--- src/rtl/spq_pkg.sv ---
// Package for the shift-register priority queue: sizes, command and status
// codes, and the per-cell control word. No dependencies.
`timescale 1ns / 1ps

package spq_pkg;

   localparam int DEPTH   = 8;
   localparam int KEY_W   = 32;
   localparam int OCC_W   = $clog2(DEPTH + 1);
   localparam int COUNT_W = 4;

   localparam logic CMD_ENQ = 1'b0;
   localparam logic CMD_DEQ = 1'b1;

   localparam logic [1:0] STATUS_OK    = 2'd0;
   localparam logic [1:0] STATUS_FULL  = 2'd1;
   localparam logic [1:0] STATUS_EMPTY = 2'd2;

   // shift command broadcast to every cell of the row
   typedef struct packed {
      logic enq;
      logic deq;
   } spq_ctl_type;

endpackage

--- src/rtl/sorted_array_priority_queue_core.sv ---
// Shift-register min-priority queue of DEPTH signed 32-bit keys.
// The response word for a command is registered and appears in the cycle after start.
// Throughput: one command per cycle; busy is never raised, each cell does its
// compare and shift in the same cycle.
// Reset clears the occupancy and the response strobe; key cells are not reset.
// The receiver cannot stall: each response word is shown for one cycle only.
`timescale 1ns / 1ps

module sorted_array_priority_queue_core (
   input  logic                                 clock,
   input  logic                                 reset,
   input  logic                                 start,
   output logic                                 busy,
   input  logic                                 req_cmd,
   input  logic signed [spq_pkg::KEY_W-1:0]     req_value,
   output logic                                 rsp_valid,
   output logic [1:0]                           rsp_status,
   output logic signed [spq_pkg::KEY_W-1:0]     rsp_out_value,
   output logic [spq_pkg::COUNT_W-1:0]          rsp_count,
   output logic                                 rsp_is_empty,
   output logic                                 rsp_is_full
);
   import spq_pkg::*;

   // occupancy and response registers
   logic [OCC_W-1:0]        occ_ff, occ_in;
   logic                    rsp_valid_ff;
   logic [1:0]              rsp_status_ff, rsp_status_in;
   logic signed [KEY_W-1:0] rsp_value_ff, rsp_value_in;
   logic [COUNT_W-1:0]      rsp_count_ff;
   logic                    rsp_empty_ff, rsp_full_ff;

   logic                    accept;
   logic                    is_full_now, is_empty_now;
   spq_ctl_type             ctl;

   // row wiring
   logic signed [KEY_W-1:0] cell_value [DEPTH];
   logic                    cell_take  [DEPTH];

   assign busy   = 1'b0;
   assign accept = start && !busy;

   assign is_full_now  = (occ_ff == OCC_W'(DEPTH));
   assign is_empty_now = (occ_ff == '0);

   assign ctl.enq = accept && (req_cmd == CMD_ENQ) && !is_full_now;
   assign ctl.deq = accept && (req_cmd == CMD_DEQ) && !is_empty_now;

   // the row: cell 0 holds the smallest key
   for (genvar i = 0; i < DEPTH; i++) begin : g_cell
      logic                    left_take;
      logic signed [KEY_W-1:0] left_value;
      logic signed [KEY_W-1:0] right_value;

      if (i == 0) begin : g_first
         assign left_take  = 1'b0;
         assign left_value = cell_value[0];
      end else begin : g_mid
         assign left_take  = cell_take[i-1];
         assign left_value = cell_value[i-1];
      end

      if (i == DEPTH - 1) begin : g_last
         assign right_value = cell_value[i];
      end else begin : g_inner
         assign right_value = cell_value[i+1];
      end

      spq_cell u_cell (
         .clock       (clock),
         .ctl         (ctl),
         .key         (req_value),
         .held        (OCC_W'(i) < occ_ff),
         .left_take   (left_take),
         .left_value  (left_value),
         .right_value (right_value),
         .take        (cell_take[i]),
         .value       (cell_value[i])
      );
   end

   // next occupancy and response word
   always_comb begin
      occ_in        = occ_ff;
      rsp_status_in = STATUS_OK;
      rsp_value_in  = '0;
      if (req_cmd == CMD_ENQ) begin
         if (is_full_now) begin
            rsp_status_in = STATUS_FULL;
         end else begin
            occ_in = occ_ff + OCC_W'(1);
         end
      end else begin
         if (is_empty_now) begin
            rsp_status_in = STATUS_EMPTY;
         end else begin
            occ_in       = occ_ff - OCC_W'(1);
            rsp_value_in = cell_value[0];
         end
      end
   end

   always_ff @(posedge clock) begin
      if (reset) begin
         occ_ff       <= '0;
         rsp_valid_ff <= 1'b0;
      end else begin
         rsp_valid_ff <= accept;
         if (accept) begin
            occ_ff <= occ_in;
         end
      end
   end

   always_ff @(posedge clock) begin
      if (accept) begin
         rsp_status_ff <= rsp_status_in;
         rsp_value_ff  <= rsp_value_in;
         rsp_count_ff  <= COUNT_W'(occ_in);
         rsp_empty_ff  <= (occ_in == '0);
         rsp_full_ff   <= (occ_in == OCC_W'(DEPTH));
      end
   end

   assign rsp_valid     = rsp_valid_ff;
   assign rsp_status    = rsp_status_ff;
   assign rsp_out_value = rsp_value_ff;
   assign rsp_count     = rsp_count_ff;
   assign rsp_is_empty  = rsp_empty_ff;
   assign rsp_is_full   = rsp_full_ff;

   // every accepted command yields a response word next cycle
   a_rsp_follows: assert property (@(posedge clock) disable iff (reset)
      accept |=> rsp_valid)
      else $error("response word missing after accepted command");

   // occupancy stays within the row
   a_occ_range: assert property (@(posedge clock) disable iff (reset)
      occ_ff <= OCC_W'(DEPTH))
      else $error("occupancy beyond depth");

   // rejected commands return no key
   a_reject_zero: assert property (@(posedge clock) disable iff (reset)
      (rsp_valid && (rsp_status != STATUS_OK)) |-> (rsp_out_value == '0))
      else $error("rejected command returned a key");

   // the two lowest held keys stay in order
   a_sorted_head: assert property (@(posedge clock) disable iff (reset)
      (occ_ff >= OCC_W'(2)) |-> (cell_value[0] <= cell_value[1]))
      else $error("head of row out of order");

endmodule

--- src/rtl/spq_cell.sv ---
// One cell of the sorted row: holds one key, compares it with the incoming
// key and shifts up or down with its neighbours. Depends on spq_pkg.
`timescale 1ns / 1ps

module spq_cell (
   input  logic                               clock,
   input  spq_pkg::spq_ctl_type               ctl,
   input  logic signed [spq_pkg::KEY_W-1:0]   key,
   input  logic                               held,
   input  logic                               left_take,
   input  logic signed [spq_pkg::KEY_W-1:0]   left_value,
   input  logic signed [spq_pkg::KEY_W-1:0]   right_value,
   output logic                               take,
   output logic signed [spq_pkg::KEY_W-1:0]   value
);
   import spq_pkg::*;

   logic signed [KEY_W-1:0] value_ff;
   logic signed [KEY_W-1:0] value_in;

   // empty cells and cells at or above the key make room for it
   assign take = !held || (value_ff >= key);

   always_comb begin
      value_in = value_ff;
      if (ctl.enq) begin
         if (left_take) begin
            value_in = left_value;
         end else if (take) begin
            value_in = key;
         end
      end else if (ctl.deq) begin
         value_in = right_value;
      end
   end

   always_ff @(posedge clock) begin
      value_ff <= value_in;
   end

   assign value = value_ff;

endmodule

--- config.mk ---
export PLATFORM = sky130hd
export DESIGN_NAME = sorted_array_priority_queue_core
export DESIGN_NICKNAME = d
export VERILOG_FILES = /design/src/rtl/spq_pkg.sv /design/src/rtl/sorted_array_priority_queue_core.sv /design/src/rtl/spq_cell.sv
export SDC_FILE = /design/constraint.sdc
export NUM_CORES = 1
export LEC_CHECK = 0
export ABC_CLOCK_PERIOD_IN_PS = 15500
export BUFFER_PORTS_ARGS = -buffer_cell sky130_fd_sc_hd__buf_2
export CAP_MARGIN = 20
export CELL_PAD_IN_SITES_DETAIL_PLACEMENT = 1
export CELL_PAD_IN_SITES_GLOBAL_PLACEMENT = 2
export CORE_MARGIN = 2
export CORE_UTILIZATION = 46
export DETAILED_ROUTE_END_ITERATION = 12
export PLACE_DENSITY_LB_ADDON = 0.1
export SETUP_SLACK_MARGIN = 0.2
export SLEW_MARGIN = 25
export SYNTH_ARGS = -nofsm -noshare
export SYNTH_HDL_FRONTEND = slang
export SYNTH_SLANG_ARGS = --single-unit
--- constraint.sdc ---
create_clock -name clock -period 15.5 [get_ports clock]
set_input_delay 3.875 -clock clock [delete_from_list [all_inputs] [get_ports clock]]
set_output_delay 3.875 -clock clock [all_outputs]
set_load 0.01 [all_outputs]
# [Word-level counts from Yosys, hierarchy flattened]
# Index checks and enable logic that the tools add are counted.
# W data, S select, Z words.
[word_totals] regBits=301 output_inout_bits=42 input_bits=36
[op_classes] addsub=2 order_cmp=16 bitwise=1 eq_ne=9 muxes=35 n_reduce_logical=35
[ops] cell="$mux W32" count=29
[ops] cell="$ge A32 B32 Y1" count=8
[ops] cell="$ne A3 B1 Y1 const B" count=6
[ops] cell="$lt A3 B4 Y1 const A" count=4
[ops] cell="$reduce_and A2 Y1" count=8
[ops] cell="$mux W4" count=3
[ops] cell="$logic_not A1 Y1" count=10
[ops] cell="$eq A4 B4 Y1 const B" count=2
[ops] cell="$logic_not A4 Y1" count=2
[ops] cell="$logic_or A1 B1 Y1" count=8
[ops] cell="$lt A1 B4 Y1 const A" count=2
[ops] cell="$lt A2 B4 Y1 const A" count=2
[ops] cell="$add A4 B1 Y4 const B" count=1
[ops] cell="$logic_and A1 B1 Y1" count=4
[ops] cell="$mux W2" count=2
[ops] cell="$reduce_bool A2 Y1" count=2
[ops] cell="$sub A4 B1 Y4 const B" count=1
[ops] cell="$ne A2 B1 Y1 const B" count=1
[ops] cell="$reduce_or A2 Y1" count=1
[ops] cell="$mux W1" count=1
[ops] cell="$not A1 Y1" count=1

# [Logic depth before layout (Yosys ltp)]
# Gate-level depths: netlist (run 1).
[depth] depth_word=6 ltp_mapped=11 mapped_depth_nobuf=9

# [Hierarchy]
# A second synthesis (run 1) with hierarchy kept.
[unflattened] cells_unflattened=2256 hier_area_um2=21894.7
[modules_own_cells] module="spq_cell (g_cell[0].u_cell ...)" area_each_um2=2492.4 instances=7 cells_each=264 seq_area_each_um2=960.9
[modules_own_cells] module="spq_cell (g_cell[2].u_cell)" area_each_um2=2503.7 instances=1 cells_each=265 seq_area_each_um2=960.9
[modules_own_cells] module="sorted_array_priority_queue_core" area_each_um2=1944.4 instances=1 cells_each=143 seq_area_each_um2=1301.2

# [Worst setup path before layout (run 1)]
# No wires, ideal clock.
[synth_path] path_kind="input -> register" from="input req_value[14] in the netlist's numbering" to="register g_cell[1].u_cell.value_ff[0], enable pin" path_slack_ns=7.726 required_time_ns=15.068 setup_ns=0.432 arrival_time_ns=7.342 n_path_buf=1 cell_stages=10 path_cell_list="inv_1 > ha_1 > nand4_1 > or4_1 > a21o_1 > a31oi_1 > o32a_2 > buf_2 > nor2_1 > a21oi_1"
[synth_via] elab_chain_len=4 elab_cells_between_ends=6
[synth_rtl] element="start, declared" line_no="sorted_array_priority_queue_core.sv:15" text="input logic signed [spq_pkg::KEY_W-1:0] req_value,"
[synth_rtl] element="$ge A32 B32 Y1" line_no="spq_cell.sv:22" text="assign take = !held || (value_ff >= key);"
[synth_rtl] element="$logic_or A1 B1 Y1" line_no="spq_cell.sv:22"
[synth_rtl] element="$ne A3 B1 Y1 (no line) *"
[synth_rtl] element="$reduce_and A2 Y1 (no line) *"
[synth_rtl] element="end signal, assigned" line_no="spq_cell.sv:38" text="value_ff <= value_in;"
[synth_rtl] element="end, declared" line_no="spq_cell.sv:18" text="logic signed [KEY_W-1:0] value_ff;"
# Mark *: on every way between the ends. The rest lies on a longest branch, timed or not.
# A chain may end at the register's enable or synchronous reset.

# [Worst setup path in the final report (run 1)]
[layout_path] from="input req_value[14] in the netlist's numbering" to="register g_cell[2].u_cell.value_ff[23], enable pin"
[layout_via] elab_chain_len=4 elab_cells_between_ends=6
[layout_rtl] element="$ge A32 B32 Y1" line_no="spq_cell.sv:22"
[layout_rtl] element="$logic_or A1 B1 Y1" line_no="spq_cell.sv:22"
[layout_rtl] element="$ne A3 B1 Y1 (no line) *"
[layout_rtl] element="$reduce_and A2 Y1 (no line) *"
[layout_rtl] element="end signal, assigned" line_no="spq_cell.sv:38"
[layout_rtl] element="end, declared" line_no="spq_cell.sv:18"
# Marks and branches as above.

==> results.cfg, run 1 <==
[floorplan]
die_y_um = 210
core-area_um2 = 41900
core.rowCount = 75
initial_core_util = 0.466
num_io_pins = 78
die_w_um = 210
die-area_um2 = 44100

[logic_synthesis]
yosysWarnings = 0
synth_top_area_frac = 0.455
postSynthAreaPerCell_um2 = 10.7
syn_nets = 2122
synth-seq-cells = 301
yosysTopAreaCell = edfxtp_1
async_flop_share = 0
syn-cell-area_um2 = 19500
synth-edff-count = 296
ys_seq_area_frac = 0.460
synth_top_flop_cell = edfxtp_1
synth.distinct_cells = 59
netlist_instances = 1826
ys_top_cells_by_area = edfxtp_1 45%, ha_1 17%, a221o_1 5.2%

[clock_network]
htreeDepth = 2
clock_latency_ns = 0.57
cts_tree = yes
cts_buffers = 38
cts-resized-gates = 0
holdBufCountCts = 0
clockBufferDepth = 3
cts.clk_slew.worst_paths_ns = 0.06
cts_sinks = 301
cts_setup_buffers = 0
cts_root_buf = clkbuf_16

[critical_path]
cpPeakStageDelay_ns = 0.79
crit_start = req_value[14]
cp-start-kind = input pin
crit_type = input pin to flip-flop
r2r_setup_slack_ns = 10.79
cp.required_ns = 15.75
reg2reg_from = occ_ff[0]
crit_path_end = g_cell[2].u_cell.value[23]
path_cells = buf_2, inv_1, ha_1, nand4_1, or4_1, a21o_1, a31oi_1, o32a_2, nor2_1, a21oi_4, buf_4
cpMaxStageDelayCell = a21oi_4
cp.arrival_ns = 8.08
r2r_end = g_cell[3].u_cell.value[23]
rr_worst_depth = 11
path_max_fanout = 33
critPathCaptureType = flip-flop

[routing]
final_antenna_net_count = 0
drcViolationCount = 0
vias = 16500
drt_iter0_markers = 1670
drt_first_pass_iters = 6
wirelength_um = 76400
vias_per_cell = 6.77
wire_per_inst_um = 31.3

[global_routing]
grt_usage = 0.347
grt_max_degree = 175
overflow = 0
antenna_found_initial = 3
grt_pass1_wl_um = 112000
grt_pass1_vias = 16800

[finish]
fin_util = 0.517
area_growth_pct = 10.9
layout-drive-gt1-share = 0.102
layout_commonest_cell = edfxtp_1
final_cell_mix = 296 x edfxtp_1, 260 x ha_1, 223 x nand2_1
layout.nets = 2167
antenna_cells = 0
nFillCells = 4487

[status]
status = completed

[sta]
hold_ws_ns = 0.588
setup-violations-final = 0
hold_violations = 0
slew_viol_final = 0
grt_setup_unrepaired = no
max_clock_freq_mhz = 128
worst_pin_slew_ns = 1.09
finalSetupTns_ns = 0
slew_headroom = 0.274
post-route-period-util = 0.506
fin_skew_ns = 0.0254
finalCriticalPeriod_ns = 7.84

[power]
powerDensity_nw_per_um2 = 129
p_leak_nw = 8.70
vdd_ir_drop_max_v = 0.0000577

[placed_design]
portBuffers = 76
gp_congestion = 0.885
dp.final_hpwl_um = 53000

[worst_hold_path]
hp-class = flip-flop to flip-flop

[flow_run]
drv_cap = 0
Yosys cell counts, types with 5 or more instances:
master	count
nor3_1	15
o21ai_0	58
mux2_1	14
nand4_1	53
o2bb2ai_1	7
a2111oi_0	5
a22oi_1	33
nor2b_1	8
edfxtp_1	296
mux2_2	20
nor2_1	130
and4_1	7
ha_1	260
inv_1	80
a221o_1	102
nand3_1	55
buf_6	13
nand2_1	225
clkbuf_1	68
and3_1	34
a21oi_1	119
a21o_1	10
buf_2	9
a21boi_0	5
nor4_1	11
buf_1	8
dfxtp_1	5
a31oi_1	35
o211ai_1	40
a211oi_1	6
o21a_1	11
o221ai_1	33
and2_1	6
o21ai_1	6
flip-flops by register name, summed over array words and instances, names as in the netlist:
| register | count |
|---|---|
| rsp_valid | 1 |
| rsp_is_empty | 1 |
| rsp_is_full | 1 |
| g_cell.u_cell.value | 256 |
| rsp_out_value | 32 |
| rsp_count | 4 |
| occ_ff | 4 |
| rsp_status | 2 |
where the power goes:
group / total (mW) / leakage (nW) / internal [mW] / switching [mW]
clock: 0.938 / 0.610 / 0.562 / 0.375
combinational: 0.721 / 5.20 / 0.233 / 0.487
sequential: 1.15 / 2.89 / 1.05 / 0.102
total: 2.81 / 8.70 / 1.84 / 0.965
kinds of logic (layout without fill, tap and decap cells):
kind of cell,count (synthesis),in the layout,share of synthesized area
DFF,301,301,0.460
xor gates and xnor gates,3,3,0.00134
and+or+nand+nor,557,557,0.131
other,1,1,0.000192
buffers and inverters,180,254,0.0403
muxes,38,38,0.0219
AOI/OAI and AO/OA,486,486,0.178
adders and majority gates,260,260,0.166
worst max-delay path: cells and delay by family:
family	cells	cell delay, ns
AOI/OAI and AO/OA	4	2.06
adders and majority gates	1	0.40
and+or+nand+nor	3	1.03
buffers and inverters	3	0.68
through the flow:
step                      power [mW]  cells  setup WS (ns)  instance area [um2]
after floorplan                 1.55   1826           7.73                19500
final                           2.81   2439           7.66                21700
after global routing            2.91   2439           7.51                21700
after CTS                       2.80   2439           7.73                21700
after detailed placement        1.86   2370           7.14                20400
after global placement          1.83   2370           7.21                20400
worst min-delay path by stage:
stage / depth (start not counted) / startpoint / slack, ns / to
3_5_place_dp: 2 / g_cell[1].u_cell.value[31] / 0.58 / g_cell[0].u_cell.value[31]
2_1_floorplan: 2 / occ_ff[1] / 0.52 / occ_ff[1]
3_3_place_gp: 2 / g_cell[1].u_cell.value[17] / 0.57 / g_cell[0].u_cell.value[17]
4_1_cts: 1 / g_cell[7].u_cell.value[11] / 0.59 / g_cell[6].u_cell.value[11]
5_1_grt: 2 / g_cell[1].u_cell.value[23] / 0.62 / g_cell[0].u_cell.value[23]
6_report: 1 / g_cell[7].u_cell.value[29] / 0.59 / g_cell[6].u_cell.value[29]
layout make-up:
type                    count  area (um2)  area share
repair buffers            104         603      0.0278
well taps                 539         674      0.0311
inverters                  81         304      0.0140
clock inverters            21         263      0.0121
flip-flops and latches    301        8990       0.415
multi-input cells        1345        9840       0.454
clock buffers              48        1010      0.0466
routing by layer:
layer	track usage	vias up	wire length [um]
met4	0.157	2	3620
met1	0.460	8337	31700
met3	0.0618	180	5730
met2	0.555	761	35400
li1	-	7230	-
met5	0	-	11
(Power assumes the default switching activity.)
==> inputs of run 2 (changes only) <==
- ABC_CLOCK_PERIOD_IN_PS: 15500 -> 7620
- CORE_UTILIZATION: 46 -> 42
- clock period: 15.5 -> 7.62 ns (I/O delays scaled with it)
==> results.cfg, run 2 (synthesized netlist as in run 1, its figures left out) <==
[sta]
finalSetupTns_ns = 0
setup-violations-final = 0
worst_pin_slew_ns = 1.03
post-route-period-util = 0.730
fin_skew_ns = 0.0285
grt_setup_unrepaired = no
hold_violations = 0
slew_headroom = 0.313
finalCriticalPeriod_ns = 5.56
slew_viol_final = 0
max_clock_freq_mhz = 180

[flow_run]
drv_cap = 0

[floorplan]
die_w_um = 220
core-area_um2 = 46300
num_io_pins = 78
initial_core_util = 0.422
core.rowCount = 79
die_y_um = 220
die-area_um2 = 48300

[critical_path]
r2r_setup_slack_ns = 3.34
crit_type = input pin to flip-flop
cp.arrival_ns = 5.78
critPathCaptureType = flip-flop
reg2reg_from = g_cell[4].u_cell.value[17]
cp.required_ns = 7.84
cpPeakStageDelay_ns = 0.57
r2r_end = g_cell[4].u_cell.value[10]
rr_worst_depth = 10
path_cells = buf_2, inv_1, ha_1, a21oi_1, o21ai_0, a211oi_1, nand3_1, nand4b_4, buf_4, o21ai_0, nand2_2, buf_4
cpMaxStageDelayCell = buf_4
path_max_fanout = 34
cp-start-kind = input pin

[power]
p_int_mw = 3.74
p_seq_frac = 0.410
vdd_ir_drop_max_v = 0.000194
p_sw_mw = 1.95
p_leak_nw = 8.75
powerDensity_nw_per_um2 = 260
post-layout-total-power_mw = 5.68
clkPwrFrac = 0.329
p_sw_frac = 0.343
comb_power_share = 0.261

[routing]
wirelength_um = 77200
wire_per_inst_um = 30.7
vias_per_cell = 6.45
vias = 16200
drt_iter0_markers = 1449
drcViolationCount = 0
final_antenna_net_count = 0
drt_first_pass_iters = 5

[global_routing]
grt_usage = 0.322
grt_max_degree = 90
overflow = 0
antenna_found_initial = 1
grt_pass1_vias = 16700
grt_pass1_wl_um = 113000

[worst_hold_path]
hold_end = g_cell[6].u_cell.value[29]
holdPathStages = 1
min_from = g_cell[7].u_cell.value[29]
hp-class = flip-flop to flip-flop

[clock_network]
holdBufCountCts = 0
cts_tree = yes
cts_buffers = 37
htreeDepth = 2
cts_root_buf = clkbuf_16
cts-resized-gates = 0
cts_setup_buffers = 0
cts_sinks = 301
clockBufferDepth = 3
clock_latency_ns = 0.58
cts.clk_slew.worst_paths_ns = 0.06

[finish]
layout-drive-gt1-share = 0.105
largest_register_ffs = 256
layout.nets = 2173
final_cell_mix = 296 x edfxtp_1, 260 x ha_1, 223 x nand2_1
area_growth_pct = 11.7
nFillCells = 5002
layout_commonest_cell = edfxtp_1

[status]
status = completed

[placed_design]
gp_congestion = 0.887
portBuffers = 76
dp.final_hpwl_um = 53800
[run 2: cell types whose count changed in the layout (fill, tap and decap cells not counted), moves of 2 or more]
cell	before	now
buf_4	27	32
clkbuf_1	9	14
clkinv_1	7	2
diode_2	0	4
clkinvlp_4	3	0
buf_12	1	3
clkbuf_8	0	2
[run 2: cell type report]
type / count / area (um2) / area share
Antenna cell: 4 / 10.0 / 0.000459
Clock inverter: 11 / 183 / 0.00837
Tap cell: 607 / 759 / 0.0348
Clock buffer: 55 / 1060 / 0.0484
Sequential cell: 301 / 8990 / 0.412
Inverter: 81 / 304 / 0.0139
Timing Repair Buffer: 111 / 681 / 0.0312
Multi-Input combinational cell: 1345 / 9840 / 0.451
[run 2: per-stage QoR]
step	util	hold WS (ns)	setup slack, ns	area [um2]	std cells
after floorplan	-	0.521	1.82	19500	1826
final	0.472	0.582	2.06	21800	2515
after CTS	0.471	0.584	2.06	21800	2510
after global placement	0.444	0.569	1.50	20500	2443
after detailed placement	0.444	0.575	1.45	20600	2444
after global routing	0.472	0.601	1.93	21800	2512
[run 2: routing by layer]
layer,up-vias,track usage,wire [um]
met4,0,0.110,2460
met2,560,0.551,37800
li1,7258,-,-
met3,143,0.0429,4510
met5,-,0,0
met1,8261,0.418,32500
[run 2: worst max path at each step]
stage / startpoint / endpoint / slack, ns / depth (start not counted)
after floorplan: req_value[14] / g_cell[1].u_cell.value[0] / 1.82 / 10
after global placement: req_value[18] / g_cell[4].u_cell.value[11] / 1.50 / 12
after detailed placement: req_value[19] / g_cell[4].u_cell.value[11] / 1.45 / 12
after CTS: req_value[19] / g_cell[4].u_cell.value[14] / 2.06 / 12
after global routing: req_value[19] / g_cell[4].u_cell.value[14] / 1.93 / 12
final: req_value[19] / g_cell[4].u_cell.value[10] / 2.06 / 12
[run 2: critical path, delay by kind of cell]
kind / cells / cell delay, ns
compound gates: 4 / 1.11
fa+ha+maj: 1 / 0.31
buf+inv: 4 / 1.49
simple gates: 3 / 0.93
[run 2: power by group through the flow]
stage	clock network, mW	registers, mW	logic (mW)
6_report	1.87	2.33	1.48
5_1_grt	1.95	2.34	1.61
4_1_cts	1.90	2.32	1.46
3_5_place_dp	0	2.36	1.46
3_3_place_gp	0	2.36	1.41
2_1_floorplan	0	2.26	0.887
